[src/blm_pkg.sv]
// blm_pkg: shared types and constants for the battery level monitor
// used by blm_divider and battery_level_monitor
`default_nettype none

package blm_pkg;

   localparam int unsigned REF_SCALE = 1224;
   localparam int unsigned SCALE_BITS = 11;
   localparam int unsigned VOLT_BITS = 16;
   localparam int unsigned SUM_BITS = 18;
   localparam int unsigned LEVEL_BITS = 2;
   localparam int unsigned CSR_ADDR_BITS = 4;
   localparam int unsigned CSR_DATA_BITS = 32;
   localparam int unsigned RSP_DATA_BITS = 40;

   localparam logic [VOLT_BITS-1:0] VOLT_MAX = 16'hFFFF;

   localparam logic [LEVEL_BITS-1:0] LEVEL_DOWN = 2'd0;
   localparam logic [LEVEL_BITS-1:0] LEVEL_REMIND = 2'd1;
   localparam logic [LEVEL_BITS-1:0] LEVEL_FULL = 2'd2;

   localparam logic [1:0] REG_DOWN = 2'd0;
   localparam logic [1:0] REG_REMIND = 2'd1;
   localparam logic [1:0] REG_WORK = 2'd2;
   localparam logic [1:0] REG_FULL = 2'd3;

   localparam logic [VOLT_BITS-1:0] DOWN_RESET = 16'd913;
   localparam logic [VOLT_BITS-1:0] REMIND_RESET = 16'd1035;
   localparam logic [VOLT_BITS-1:0] WORK_RESET = 16'd1159;
   localparam logic [VOLT_BITS-1:0] FULL_RESET = 16'd1240;

   typedef enum logic [1:0] {
      ST_IDLE,
      ST_DIVIDE,
      ST_FINISH
   } state_type;

   typedef struct packed {
      logic busy;
      logic done;
   } div_status_type;

endpackage

`default_nettype wire

[src/blm_divider.sv]
// blm_divider: restoring divider, one quotient bit per cycle
// depends on blm_pkg for the status struct
`default_nettype none

module blm_divider #(
   parameter int unsigned NUM_W = 23,
   parameter int unsigned DEN_W = 12
) (
   input  wire logic                       clock,
   input  wire logic                       reset,
   input  wire logic                       start,
   input  wire logic [NUM_W-1:0]           numerator,
   input  wire logic [DEN_W-1:0]           denominator,
   output blm_pkg::div_status_type         status,
   output logic [NUM_W-1:0]                quotient
);
   import blm_pkg::*;

   localparam int unsigned CNT_W = $clog2(NUM_W);
   localparam logic [CNT_W-1:0] CNT_LAST = CNT_W'(NUM_W - 1);

   logic             busy_ff, busy_in;
   logic             done_ff, done_in;
   logic [CNT_W-1:0] cnt_ff, cnt_in;
   logic [DEN_W-1:0] rem_ff, rem_in;
   logic [NUM_W-1:0] quo_ff, quo_in;
   logic [DEN_W-1:0] den_ff, den_in;

   logic [DEN_W:0]   rem_shift;
   logic [DEN_W+1:0] diff;
   logic             ge;

   always_comb begin
      rem_shift = {rem_ff, quo_ff[NUM_W-1]};
      diff = {1'b0, rem_shift} - {2'b00, den_ff};
      ge = ~diff[DEN_W+1];
   end

   always_comb begin
      busy_in = busy_ff;
      done_in = 1'b0;
      cnt_in = cnt_ff;
      rem_in = rem_ff;
      quo_in = quo_ff;
      den_in = den_ff;
      if (start) begin
         busy_in = 1'b1;
         cnt_in = '0;
         rem_in = '0;
         quo_in = numerator;
         den_in = denominator;
      end else if (busy_ff) begin
         rem_in = ge ? diff[DEN_W-1:0] : rem_shift[DEN_W-1:0];
         quo_in = {quo_ff[NUM_W-2:0], ge};
         cnt_in = cnt_ff + 1'b1;
         if (cnt_ff == CNT_LAST) begin
            busy_in = 1'b0;
            done_in = 1'b1;
         end
      end
   end

   always_ff @(posedge clock) begin
      if (reset) begin
         busy_ff <= 1'b0;
         done_ff <= 1'b0;
         cnt_ff <= '0;
      end else begin
         busy_ff <= busy_in;
         done_ff <= done_in;
         cnt_ff <= cnt_in;
      end
   end

   always_ff @(posedge clock) begin
      rem_ff <= rem_in;
      quo_ff <= quo_in;
      den_ff <= den_in;
   end

   assign status.busy = busy_ff;
   assign status.done = done_ff;
   assign quotient = quo_ff;

endmodule

`default_nettype wire

[src/battery_level_monitor.sv]
// battery_level_monitor: top level, request/response streams and register port
// depends on blm_pkg and blm_divider
//
// usage:
//   a request carries a battery channel reading and a reference reading in
//   req_tdata, and the update flag in req_tuser. each request gives exactly
//   one response: the scaled voltage 1224*channel/reference (clamped, and
//   all ones for a zero reference), the power level and the recorded value.
//   the shared divider retires one quotient bit per cycle over 1224*channel,
//   then the finish step loads the output register; one request is in work
//   at a time, so a new request is not taken until the previous one has
//   reached the output register.
//   a finished response waits in the output register when the receiver
//   stalls; a new request is taken meanwhile and parks after its division
//   until the register frees.
//   reset clears averaging state, sets level to full and restores the
//   threshold registers; the user must write thresholds through the register
//   port only while the block is idle, as the block itself does not enforce it.
`default_nettype none

module battery_level_monitor #(
   parameter int unsigned SAMPLE_BITS = 12
) (
   input  wire logic                                   clock,
   input  wire logic                                   reset,
   // req_tdata: channel_sample, reference_sample, zero fill
   input  wire logic [((2*SAMPLE_BITS+7)/8)*8-1:0]     req_tdata,
   // req_tuser: update_enable
   input  wire logic                                   req_tuser,
   input  wire logic                                   req_tvalid,
   output logic                                        req_tready,
   // rsp_tdata: voltage, power_level, battery_value, zero fill
   output logic [blm_pkg::RSP_DATA_BITS-1:0]           rsp_tdata,
   output logic                                        rsp_tvalid,
   input  wire logic                                   rsp_tready,
   input  wire logic                                   csr_psel,
   input  wire logic                                   csr_penable,
   input  wire logic                                   csr_pwrite,
   input  wire logic [blm_pkg::CSR_ADDR_BITS-1:0]      csr_paddr,
   input  wire logic [blm_pkg::CSR_DATA_BITS-1:0]      csr_pwdata,
   output logic [blm_pkg::CSR_DATA_BITS-1:0]           csr_prdata,
   output logic                                        csr_pready
);
   import blm_pkg::*;

   localparam int unsigned NUM_W = SAMPLE_BITS + SCALE_BITS;

   // registers
   logic [VOLT_BITS-1:0]  down_thr_ff, remind_thr_ff, work_thr_ff, full_thr_ff;
   logic                  csr_write;
   logic [1:0]            csr_index;

   assign csr_pready = 1'b1;
   assign csr_write = csr_psel & csr_penable & csr_pwrite & csr_pready;
   assign csr_index = csr_paddr[3:2];

   always_ff @(posedge clock) begin
      if (reset) begin
         down_thr_ff <= DOWN_RESET;
         remind_thr_ff <= REMIND_RESET;
         work_thr_ff <= WORK_RESET;
         full_thr_ff <= FULL_RESET;
      end else if (csr_write) begin
         case (csr_index)
            REG_DOWN: down_thr_ff <= csr_pwdata[VOLT_BITS-1:0];
            REG_REMIND: remind_thr_ff <= csr_pwdata[VOLT_BITS-1:0];
            REG_WORK: work_thr_ff <= csr_pwdata[VOLT_BITS-1:0];
            REG_FULL: full_thr_ff <= csr_pwdata[VOLT_BITS-1:0];
            default: ;
         endcase
      end
   end

   always_comb begin
      case (csr_index)
         REG_DOWN: csr_prdata = {16'h0000, down_thr_ff};
         REG_REMIND: csr_prdata = {16'h0000, remind_thr_ff};
         REG_WORK: csr_prdata = {16'h0000, work_thr_ff};
         REG_FULL: csr_prdata = {16'h0000, full_thr_ff};
         default: csr_prdata = '0;
      endcase
   end

   // sequencer
   state_type            state_ff, state_in;
   logic                 req_accept;
   logic                 div_start;
   logic                 rsp_load;
   div_status_type       div_status;
   logic [NUM_W-1:0]     div_quotient;
   logic [NUM_W-1:0]     numerator;
   logic [SAMPLE_BITS-1:0] channel, reference;

   assign channel = req_tdata[SAMPLE_BITS-1:0];
   assign reference = req_tdata[2*SAMPLE_BITS-1:SAMPLE_BITS];
   assign numerator = NUM_W'(REF_SCALE) * NUM_W'(channel);
   assign req_accept = req_tvalid & req_tready;

   always_comb begin
      state_in = state_ff;
      case (state_ff)
         ST_IDLE: if (req_accept) state_in = ST_DIVIDE;
         ST_DIVIDE: if (div_status.done) state_in = ST_FINISH;
         ST_FINISH: if (!rsp_tvalid || rsp_tready) state_in = ST_IDLE;
         default: state_in = ST_IDLE;
      endcase
   end

   always_comb begin
      req_tready = 1'b0;
      div_start = 1'b0;
      rsp_load = 1'b0;
      case (state_ff)
         ST_IDLE: begin
            req_tready = 1'b1;
            div_start = req_tvalid;
         end
         ST_DIVIDE: ;
         ST_FINISH: rsp_load = !rsp_tvalid || rsp_tready;
         default: ;
      endcase
   end

   always_ff @(posedge clock) begin
      if (reset) begin
         state_ff <= ST_IDLE;
      end else begin
         state_ff <= state_in;
      end
   end

   blm_divider #(
      .NUM_W(NUM_W),
      .DEN_W(SAMPLE_BITS)
   ) u_divider (
      .clock(clock),
      .reset(reset),
      .start(div_start),
      .numerator(numerator),
      .denominator(reference),
      .status(div_status),
      .quotient(div_quotient)
   );

   // request side fields held over the division
   logic upd_ff, ref_zero_ff;

   always_ff @(posedge clock) begin
      if (req_accept) begin
         upd_ff <= req_tuser;
         ref_zero_ff <= (reference == '0);
      end
   end

   // averaging and level state
   logic [SUM_BITS-1:0]   sum_ff, sum_in;
   logic [1:0]            count_ff, count_in;
   logic                  first_ff, first_in;
   logic [LEVEL_BITS-1:0] level_ff, level_in;
   logic [VOLT_BITS-1:0]  record_ff, record_in;
   logic [VOLT_BITS-1:0]  volt;
   logic [SUM_BITS-1:0]   sum_add;
   logic [VOLT_BITS-1:0]  avg;

   always_comb begin
      if (ref_zero_ff || (div_quotient[NUM_W-1:VOLT_BITS] != '0)) begin
         volt = VOLT_MAX;
      end else begin
         volt = div_quotient[VOLT_BITS-1:0];
      end
   end

   always_comb begin
      sum_add = sum_ff + SUM_BITS'(volt);
      avg = sum_add[SUM_BITS-1:2];
      sum_in = sum_ff;
      count_in = count_ff;
      first_in = first_ff;
      level_in = level_ff;
      record_in = record_ff;
      if (upd_ff) begin
         sum_in = sum_add;
         count_in = count_ff + 1'b1;
         if (count_in == 2'd0) begin
            sum_in = '0;
            if (avg < down_thr_ff) begin
               level_in = LEVEL_DOWN;
            end else if (avg < remind_thr_ff) begin
               level_in = LEVEL_REMIND;
            end
            record_in = avg;
         end
         if (!first_ff) begin
            first_in = 1'b1;
            record_in = volt;
            if (volt < remind_thr_ff) level_in = LEVEL_REMIND;
         end
         if (volt > full_thr_ff) begin
            if (level_in != LEVEL_FULL) record_in = volt;
            level_in = LEVEL_FULL;
         end else if (volt > work_thr_ff) begin
            if (level_in == LEVEL_DOWN) level_in = LEVEL_REMIND;
         end
      end
   end

   always_ff @(posedge clock) begin
      if (reset) begin
         sum_ff <= '0;
         count_ff <= '0;
         first_ff <= 1'b0;
         level_ff <= LEVEL_FULL;
         record_ff <= '0;
      end else if (rsp_load) begin
         sum_ff <= sum_in;
         count_ff <= count_in;
         first_ff <= first_in;
         level_ff <= level_in;
         record_ff <= record_in;
      end
   end

   // output register
   logic                     rsp_valid_ff, rsp_valid_in;
   logic [RSP_DATA_BITS-1:0] rsp_data_ff;

   always_comb begin
      rsp_valid_in = rsp_valid_ff;
      if (rsp_load) begin
         rsp_valid_in = 1'b1;
      end else if (rsp_tready) begin
         rsp_valid_in = 1'b0;
      end
   end

   always_ff @(posedge clock) begin
      if (reset) begin
         rsp_valid_ff <= 1'b0;
      end else begin
         rsp_valid_ff <= rsp_valid_in;
      end
   end

   always_ff @(posedge clock) begin
      if (rsp_load) begin
         rsp_data_ff <= {6'b000000, record_in, level_in, volt};
      end
   end

   assign rsp_tvalid = rsp_valid_ff;
   assign rsp_tdata = rsp_data_ff;

`ifndef NO_ASSERTIONS
   a_busy_after_request: assert property (@(posedge clock) disable iff (reset)
      req_accept |=> !req_tready)
      else $error("request taken while a division is running");

   a_response_from_finish: assert property (@(posedge clock) disable iff (reset)
      $rose(rsp_tvalid) |-> $past(state_ff == ST_FINISH))
      else $error("response raised outside the finish step");

   a_done_in_divide: assert property (@(posedge clock) disable iff (reset)
      div_status.done |-> (state_ff == ST_DIVIDE))
      else $error("divider finished outside the divide step");

   a_level_code: assert property (@(posedge clock) disable iff (reset)
      (level_ff == LEVEL_DOWN) || (level_ff == LEVEL_REMIND) || (level_ff == LEVEL_FULL))
      else $error("power level holds an unused code");
`endif

endmodule

`default_nettype wire

[config.mk]
export PLATFORM = sky130hd
export DESIGN_NAME = battery_level_monitor
export DESIGN_NICKNAME = d
export VERILOG_FILES = /design/src/blm_pkg.sv /design/src/blm_divider.sv /design/src/battery_level_monitor.sv
export SDC_FILE = /design/constraint.sdc
export NUM_CORES = 1
export LEC_CHECK = 0
export BUFFER_PORTS_ARGS = -buffer_cell sky130_fd_sc_hd__buf_2
export CORE_AREA = 3 3 198 142
export CTS_CLUSTER_DIAMETER = 40
export DETAILED_ROUTE_END_ITERATION = 6
export DIE_AREA = 0 0 201 145
export GPL_ROUTABILITY_DRIVEN = 0
export PLACE_DENSITY = 0.69
export SYNTH_ARGS = -nofsm -noshare
export SYNTH_HDL_FRONTEND = slang
export SYNTH_SLANG_ARGS = --single-unit
[constraint.sdc]
create_clock -name clock -period 12.2 [get_ports clock]
set_input_delay 0 -clock clock [delete_from_list [all_inputs] [get_ports clock]]
set_output_delay 0 -clock clock [all_outputs]
set_load 0.005 [all_outputs]
Word-level counts from Yosys, hierarchy flattened --
Index checks and enable logic that the tools add are counted.
Storage, ports and cells: flip-flop bits (word level) 196, latch bits 0, memory bits (writable) 0, ROM bits 0, input bits 68, output and inout port bits 75, logic and storage cells 99, memories 0
Operators by class: add/subtract/negate cells 4, multiply operators 1, divide/modulo/power cells 0, order comparisons 5, equality and inequality tests 10, shift operators 0, mux-type cells 34, bitwise logic cells 5, reduce and logical (&&, ||, !) cells 19
Operators with widths (number):
- one-hot mux 32 bit (4 select lines) | 1
- 2-to-1 mux 16 bit | 6
- less-than comparator 16 bit | 3
- 2-to-1 mux 23 bit | 2
- > comparator 16 bit | 2
- 2-to-1 mux 2 bit | 13
- multiplier 8 x 12 -> 20 bit (first input constant) | 1
- adder 18 x 16 -> 18 bit | 1
- 2-to-1 mux 18 bit | 1
- subtractor 13 x 12 -> 14 bit | 1
- zero test 12 bit | 1
- 2-to-1 mux 12 bit | 1
- AND reduction 2 bit | 5
- 2-to-1 mux 1 bit | 9
- zero test 2 bit | 4
- nonzero test 7 bit | 1
- == test 2 bit (second input constant) | 3
- inequality test 2 bit (second input constant) | 3
- one-hot mux 2 bit (3 select lines) | 1
- adder 5 x 1 -> 5 bit (second input constant) | 1
- == test 5 bit (second input constant) | 1
- == test 2 x 1 -> 1 bit (second input constant) | 2
- nonzero test 2 bit | 2
- AND 1 bit | 3
- 8 further kinds | 10

Depth between registers and ports, before layout --
Gate-level depths: netlist (run 1).
depth after elaboration 16, mapped depth 26, gate-level depth less buffers 23

By module --
A second synthesis (run 1) with hierarchy kept.
Second synthesis, totals: cell total of the unflattened synthesis 1437, area, all modules 13330.3 sq um
By module, submodules not included:
- battery_level_monitor | times used 1, cells each 1188, area each 10520.1 sq um, sequential area each 3203.1 sq um
- blm_divider | times used 1, cells each 249, area each 2810.2 sq um, sequential area each 1431.4 sq um

Worst setup path before layout (run 1) --
No wires, ideal clock.
path type flip-flop to flip-flop, start point reg u_divider.quo_ff[20], in the netlist u_divider.quotient[20], end point reg rsp_data_ff[27], in the netlist rsp_tdata[27] (data pin), library setup time 0.260 ns, arrival time 5.254 ns, data required time 11.940 ns, path slack 6.686 ns, stages on the path, launching flop included 26, path buffers 2, period minus slack after synthesis 5.514 ns, cells stage by stage edfxtp_1 > nor4_1 > nand2_1 > clkbuf_1 > nor2_1 > inv_1 > ha_1 > inv_1 > fa_1 > nor2b_1 > o31a_1 > o2111ai_1 > a21boi_0 > o21a_1 > or3_1 > and2_1 > ha_1 > and3_1 > a221o_1 > a2111oi_4 > o21ai_2 > nand2_2 > o22ai_2 > buf_6 > mux2_4 > mux2_4
Between the ends: word-level cells in the longest chain between the ends 15, elaborated cells on any way between the ends 20, classes of those cells add/sub: 1; order compare: 4; eq/ne: 1; mux: 12; reduce/logical: 2
Ends and longest elaborated chain:
- start, declared | RTL line blm_divider.sv:26 | logic [NUM_W-1:0] quo_ff, quo_in;
- start signal, assigned | RTL line blm_divider.sv:77 | quo_ff <= quo_in;
- nonzero test 7 bit (*) | RTL line battery_level_monitor.sv:166 | if (ref_zero_ff || (div_quotient[NUM_W-1:VOLT_BITS] != '0)) begin
- logical OR 1 bit (*) | RTL line battery_level_monitor.sv:166
- 2-to-1 mux 16 bit (*) | RTL line battery_level_monitor.sv:166
- net volt[0] | RTL line battery_level_monitor.sv:161 | logic [VOLT_BITS-1:0] volt;
- adder 18 x 16 -> 18 bit | RTL line battery_level_monitor.sv:174 | sum_add = sum_ff + SUM_BITS'(volt);
- less-than comparator 16 bit | RTL line battery_level_monitor.sv:188 | end else if (avg < remind_thr_ff) begin
- 2-to-1 mux 2 bit | RTL line battery_level_monitor.sv:188
- 2-to-1 mux 2 bit | RTL line battery_level_monitor.sv:186 | if (avg < down_thr_ff) begin
- 2-to-1 mux 2 bit | RTL line battery_level_monitor.sv:184 | if (count_in == 2'd0) begin
- 2-to-1 mux 2 bit | RTL line battery_level_monitor.sv:196 | if (volt < remind_thr_ff) level_in = LEVEL_REMIND;
- 2-to-1 mux 2 bit | RTL line battery_level_monitor.sv:193 | if (!first_ff) begin
- 2-to-1 mux 2 bit | RTL line battery_level_monitor.sv:181 | if (upd_ff) begin
- inequality test 2 bit | RTL line battery_level_monitor.sv:199 | if (level_in != LEVEL_FULL) record_in = volt;
- 2-to-1 mux 16 bit | RTL line battery_level_monitor.sv:199
- 2-to-1 mux 16 bit (*) | RTL line battery_level_monitor.sv:198 | if (volt > full_thr_ff) begin
- 2-to-1 mux 16 bit (*) | RTL line battery_level_monitor.sv:181
- net record_in[9] | RTL line battery_level_monitor.sv:160 | logic [VOLT_BITS-1:0] record_ff, record_in;
- end signal, assigned | RTL line battery_level_monitor.sv:246 | rsp_data_ff <= {6'b000000, record_in, level_in, volt};
- end, declared | RTL line battery_level_monitor.sv:225 | logic [RSP_DATA_BITS-1:0] rsp_data_ff;
Mark *: on every way through the listed nets, which the timed path passes. The rest lies on a longest branch. The select of a mux whose other input is x is not followed. A chain may end at the register's enable or synchronous reset.

Worst setup path in the final report (run 1) --
Same ends and word-level chain as after synthesis.

==> results of run 1 <==
==> where the power goes <==
| part | total, W | internal, W | switching, W |
|---|---|---|---|
| combinational | 0.000393 | 0.000169 | 0.000224 |
| sequential | 0.000732 | 0.000711 | 0.0000212 |
| clock | 0.000564 | 0.000287 | 0.000277 |
| total | 0.00169 | 0.00117 | 0.000522 |
==> critical path, stage by stage, from the launching register on <==
cell and delay (ns):
edfxtp_1 0.41, nor4_1 0.42, nand2_1 0.39, nor2_1 0.49, inv_1 0.12, ha_1 0.23
inv_1 0.07, fa_1 0.20, nor2b_1 0.07, o31a_1 0.30, o2111ai_1 0.34, a21boi_0 0.15
o21a_1 0.20, or3_1 0.35, and2_1 0.23, ha_1 0.29, nand4_1 0.10, o31ai_1 0.45
nand4b_1 0.21, o22ai_2 0.88, mux2_4 0.36, mux2_4 0.25
==> synthesized netlist by cell type, drive strengths merged (7+ instances only) <==
cell      n  area (µm²)
xnor2    21         184
or2      10        62.6
mux2i    27         270
and3     23         144
mux4     16         360
or3       7        43.8
buf      35         241
fa       18         360
a211oi   13        97.6
ha      162        2030
nand4    18         113
nor2b    15        93.8
a22oi    13        97.6
xor2     13         114
a31oi     7        43.8
inv     167         627
nand3    33         165
o21ai    58         294
nor3     22         110
nand2   171         644
o211ai   19         143
a21o     35         263
dfxtp   128        2560
nor2     79         297
clkbuf   45         169
a21oi   101         505
nand2b    9        56.3
mux2     12         143
edfxtp   68        2040
==> registers in the layout (all words and copies together), names as in the netlist, 5 cells and up <==
register / cells
down_thr_ff: 16
full_thr_ff: 16
record_ff: 16
remind_thr_ff: 16
rsp_tdata: 34
sum_ff: 18
u_divider.cnt_ff: 5
u_divider.den_ff: 12
u_divider.quotient: 23
u_divider.rem_ff: 12
work_thr_ff: 16
==> area by class of cell <==
type / count / area share [%]
clock inverters: 15 / 0.994
multi-input cells: 1019 / 51.2
repair buffers: 146 / 6.30
inverters: 167 / 4.25
clock buffers: 17 / 2.89
well taps: 364 / 3.09
flip-flops and latches: 196 / 31.3
==> worst paths after layout <==
check / to / slack (ns)
worst max-delay path: rsp_tdata[27]$_DFFE_PP_ / 5.43
worst min-delay path: u_divider.quotient[6]$_DFFE_PP_ / 0.03
worst max register to register: rsp_tdata[27]$_DFFE_PP_ / 5.43
worst min register to register: state_ff[0]$_SDFFE_PP0P_ / 0.46
==> routing by layer <==
layer	wire length, µm	up-vias	share of wire [%]
li1	-	5260	-
met1	15800	5057	47
met2	15000	307	45
met3	1970	44	5.9
met4	688	0	2.1
met5	0	-	0
==> metrics by stage <==
| stage | utilization [%] | total power, W | std cells | area, µm² |
|---|---|---|---|---|
| final | 55.7 | 0.00169 | 1924 | 14700 |
| after global routing | 55.7 | 0.00179 | 1924 | 14700 |
| after CTS | 55.7 | 0.00170 | 1924 | 14700 |
| after detailed placement | 52.2 | 0.00113 | 1858 | 13800 |
| after global placement | 52.2 | 0.00112 | 1858 | 13800 |
| after floorplan | - | 0.00104 | 1462 | 13200 |
==> what timing repair did <==
action,CTS,global route
endpoints found under the hold margin,82,0
hold buffers,34,0
setup buffers,0,0
==> kinds of logic after synthesis <==
family | count (synthesis)
flops | 196
mux | 55
buf+inv | 247
compound gates | 315
other cells | 2
simple gates | 412
fa+ha+maj | 180
xor+xnor | 34
==> flow_metrics.py, run 1 <==
metrics = {
    "grt": {
        "grt_pass1_wl_um": 53900,
        "grt_max_degree": 84,
        "grt_usage_pct": 22.9,
        "top_usage_layer": "met2",
        "grt_overflow": 0,
        "grt_util_met2_pct": 35.4,
        "use_met3_pct": 3.52,
        "antenna_found_initial": 0,
        "gr-usage-met1_pct": 33.1,
        "grt_pass1_vias": 10200,
    },
    "layout": {
        "mostFrequentLayoutCells": "nand2_1, inv_1, ha_1, dfxtp_1",
        "num_antenna_cells": 0,
        "n_fill_cell": 2405,
        "nets": 1795,
        "drive_gt1_share_pct": 12.3,
        "multi_input_area_mm2": 0.00755,
        "layout_commonest_cell": "nand2_1",
        "area_growth_pct": 12.6,
        "seqCellArea_mm2": 0.00460,
    },
    "route": {
        "drtIter0Drc": 812,
        "wl_um": 33400,
        "vias": 10700,
        "drc": 0,
        "first_pass_iters": 5,
        "wl_per_cell_um": 17.4,
        "route.antenna.remaining_nets": 0,
        "viasPerCell": 5.54,
    },
    "power": {
        "power_density_mw_per_mm2": 115,
        "leakage_nw": 6.33,
        "vdd_drop_max_v": 0.0000902,
    },
    "timing": {
        "slew_headroom_pct": 20.8,
        "max_slew.worst_pin.slew_ns": 1.18,
        "setup_ws_ns": 5.43,
        "hold_slack_ns": 0.0329,
        "final_max_slew_viol_count": 0,
        "fmax_ghz": 0.148,
        "period_share_pct": 55.5,
        "fin_setup_tns_ns": 0,
        "skew_ns": 0.0134,
        "finalWorstPathRequiredPeriod_ns": 6.77,
        "hold_viol": 0,
        "finalSetupViolations": 0,
        "rsz0062_at_grt": "no",
    },
    "worst_setup_path": {
        "critical_path_class": "register to register",
        "cp_max_fo": 18,
        "critPathLaunchType": "register",
        "arrival_ns": 6.97,
        "r2r_cells": 21,
        "crit_path_start": "u_divider.quotient[20]$_DFFE_PP_",
        "r2r_start": "u_divider.quotient[20]$_DFFE_PP_",
        "cp.required_ns": 12.41,
        "critPathCaptureType": "register",
    },
    "clock_network": {
        "cts_max_level": 4,
        "path_clk_slew_ns": 0.08,
        "cts_tree": "built",
        "cts_resized": 0,
        "numCtsBuffers": 17,
        "clock_latency_ns": 0.45,
        "clockBufferDepth": 2,
        "root_buffer": "clkbuf_16",
        "cts.sinks": 196,
    },
    "worst_hold_path": {
        "min_from": "req_tdata[3]",
        "holdPathStages": 4,
        "hold_path.class": "input port to register",
    },
    "synthesis": {
        "seq_area_frac_synth_pct": 35.2,
        "syn_area_per_cell_um2": 9.08,
        "synth-simple-area-share_pct": 14.6,
        "synth_cells": 1441,
        "synth-seq-cells": 196,
        "synthDistinctLibCells": 79,
        "synth-adder-area-share_pct": 18.2,
        "async_reset_ff_share_pct": 0,
        "synthXorXnorAreaFrac_pct": 2.28,
        "yosys_warnings": 0,
        "synth_ff_type": "dfxtp_1",
        "synth_top_family_by_area": "adder cells",
        "synth_edf_count": 68,
        "synthMuxAreaShare_pct": 5.91,
        "synthesis.area_mm2": 0.0131,
        "synth_compound_area_share_pct": 15.8,
    },
    "die": {
        "die_y_um": 145,
        "die_area_mm2": 0.0291,
        "initial_core_util_pct": 49.5,
        "die_x_um": 201,
        "num_rows": 50,
        "core_mm2": 0.0265,
        "io_pins": 143,
    },
    "outcome": {
        "status": "finished clean",
    },
    "flow_run": {
        "cap_violations": 0,
    },
    "placed_design": {
        "pre_cts_ws_ns": 5.50,
        "io_buffers": 101,
        "dpl.hpwl_um": 24400,
    },
}
Note: power is estimated with default switching activity, not from simulation.
==> run 2, diff against run 1 <==
==> constraint.sdc (replaced) <==
create_clock -name clock -period 6.3 [get_ports clock]
set_input_delay 0 -clock clock [delete_from_list [all_inputs] [get_ports clock]]
set_output_delay 0 -clock clock [all_outputs]
set_load 0.005 [all_outputs]
==> run 2 against run 1 <==
  * Combinational power rose by 96%
  * Cell area rose by 0.73%
  * Hold slack improved by 0.0055 ns
  * Setup slack got worse by 5.1 ns
==> flow_metrics.py, run 2 (synthesized netlist as in run 1, its figures left out) <==
metrics = {
    "outcome": {
        "status": "finished clean",
    },
    "clock_network": {
        "numCtsBuffers": 17,
        "root_buffer": "clkbuf_16",
        "cts_max_level": 4,
        "clock_latency_ns": 0.45,
        "path_clk_slew_ns": 0.08,
        "clockBufferDepth": 2,
        "cts_tree": "built",
        "cts.sinks": 196,
    },
    "worst_setup_path": {
        "cp.required_ns": 6.50,
        "timing.rr.end": "rsp_tdata[31]$_DFFE_PP_",
        "critPathCaptureType": "register",
        "cp_max_fo": 16,
        "critPathLaunchType": "register",
        "r2r_start": "u_divider.quotient[20]$_DFFE_PP_",
        "ff2ff_setup_slack_ns": 0.38,
        "critical_path_class": "register to register",
        "r2r_cells": 23,
        "arrival_ns": 6.12,
    },
    "layout": {
        "largest_reg_flops": 34,
        "layout_commonest_cell": "nand2_1",
        "post-route-util_pct": 56.1,
        "n_fill_cell": 2423,
        "area_growth_pct": 13.4,
        "nets": 1804,
        "fin_cells": 1933,
        "num_antenna_cells": 0,
        "mostFrequentLayoutCells": "nand2_1, inv_1, ha_1, dfxtp_1, buf_2",
        "design_area_mm2": 0.0148,
        "drive_gt1_share_pct": 13.2,
    },
    "route": {
        "wl_per_cell_um": 17.5,
        "drtIter0Drc": 713,
        "first_pass_iters": 5,
        "vias": 10700,
        "viasPerCell": 5.53,
        "drc": 0,
        "wl_um": 33800,
        "route.antenna.remaining_nets": 0,
    },
    "placed_design": {
        "dpl.hpwl_um": 25000,
        "io_buffers": 101,
        "dpl_cell_area_mm2": 0.0139,
        "dp.cells": 1867,
    },
    "timing": {
        "hold_viol": 0,
        "max_slew.worst_pin.slew_ns": 1.23,
        "skew_ns": 0.0146,
        "finalSetupViolations": 0,
        "fmax_ghz": 0.169,
        "period_share_pct": 94.0,
        "final_max_slew_viol_count": 0,
        "finalWorstPathRequiredPeriod_ns": 5.92,
        "fin_setup_tns_ns": 0,
        "slew_headroom_pct": 18.2,
    },
    "flow_run": {
        "cap_violations": 0,
    },
    "die": {
        "die_y_um": 145,
        "initial_core_util_pct": 49.5,
        "io_pins": 143,
        "num_rows": 50,
        "die_x_um": 201,
        "core_mm2": 0.0265,
        "die_area_mm2": 0.0291,
    },
    "grt": {
        "antenna_found_initial": 0,
        "grt_usage_pct": 23.5,
        "grt_overflow": 0,
        "grt_max_degree": 82,
        "grt_pass1_wl_um": 55600,
        "grt_pass1_vias": 10700,
    },
    "worst_hold_path": {
        "min_from": "req_tdata[3]",
        "hold-path-endpoint": "u_divider.quotient[6]$_DFFE_PP_",
        "hold_path.class": "input port to register",
        "holdPathStages": 4,
    },
    "power": {
        "power_density_mw_per_mm2": 222,
        "leakage_nw": 6.39,
        "vdd_drop_max_v": 0.000196,
    },
}
## run 2: changes by cell type in the layout (fill, tap and decap cells not counted), moves of 2 or more
cell      before  now
buf_4         11   20
clkinv_4       3    1
nor4_1         6    4
nor4_2         0    2
## run 2: layout make-up
class	count	area, µm²	share of cell area, %
Clock buffer	19	443	2.98
Clock inverter	13	134	0.902
Inverter	167	627	4.22
Multi-Input combinational cell	1019	7580	51.1
Sequential cell	196	4600	31.0
Tap cell	364	455	3.07
Timing Repair Buffer	155	996	6.71
## run 2: repair_timing
| item | in CTS | in global routing |
|---|---|---|
| setup endpoints to repair | 0 | 17 |
| hold buffers | 34 | 0 |
| endpoints found under the hold margin | 82 | 0 |
| setup buffers | 0 | 0 |
| gates resized for setup | 0 | 6 |
## run 2: layer usage
metal  vias up  routed length [µm]  track usage [%]
met5         -                   0                0
met4         0                 555             5.69
met3        43                2070             4.55
met2       285               15500             37.8
met1      5092               15600             32.6
li1       5263                   -                -
## run 2: worst max-delay path, cell delays in order (launching register included)
cell	delay [ns]
edfxtp_1	0.43
nor4_2	0.36
nand2_1	0.08
buf_4	0.21
nor2_1	0.21
inv_1	0.21
ha_1	0.38
a21oi_1	0.21
o31ai_1	0.15
a21oi_2	0.28
a21boi_0	0.17
o21a_1	0.21
or3_1	0.34
and2_1	0.21
ha_1	0.29
and3_1	0.18
a221o_1	0.33
a2111oi_4	0.36
o21ai_2	0.12
nand2_2	0.11
o22a_1	0.31
buf_4	0.21
nand2_1	0.07
a31o_2	0.23
## run 2: how the worst max path moves through the flow
| stage | from | endpoint | slack [ns] | depth (start not counted) |
|---|---|---|---|---|
| after floorplan | u_divider.quotient[20]$_DFFE_PP_ | rsp_tdata[27]$_DFFE_PP_ | 0.79 | 25 |
| after global placement | u_divider.quotient[20]$_DFFE_PP_ | rsp_tdata[31]$_DFFE_PP_ | 0.46 | 23 |
| after detailed placement | u_divider.quotient[20]$_DFFE_PP_ | rsp_tdata[31]$_DFFE_PP_ | 0.36 | 23 |
| after CTS | u_divider.quotient[20]$_DFFE_PP_ | rsp_tdata[31]$_DFFE_PP_ | 0.33 | 23 |
| after global routing | u_divider.quotient[20]$_DFFE_PP_ | rsp_tdata[31]$_DFFE_PP_ | -0.06 | 23 |
| final | u_divider.quotient[20]$_DFFE_PP_ | rsp_tdata[31]$_DFFE_PP_ | 0.38 | 23 |
## run 2: stage by stage
| stage | hold WS, ns | power (W) | worst slack, ns |
|---|---|---|---|
| finish | 0.0384 | 0.00329 | 0.380 |
| global route | 0.0852 | 0.00347 | -0.0552 |
| CTS | 0.0272 | 0.00330 | 0.329 |
| detailed placement | 0.193 | 0.00219 | 0.359 |
| global placement | 0.192 | 0.00217 | 0.457 |
| floorplan | 0.0989 | 0.00201 | 0.786 |
## run 2: report_power, final
part	switching, W	internal (W)	leakage [nW]
sequential	0.0000439	0.00138	1.68
clock	0.000529	0.000569	0.280
combinational	0.000439	0.000331	4.42
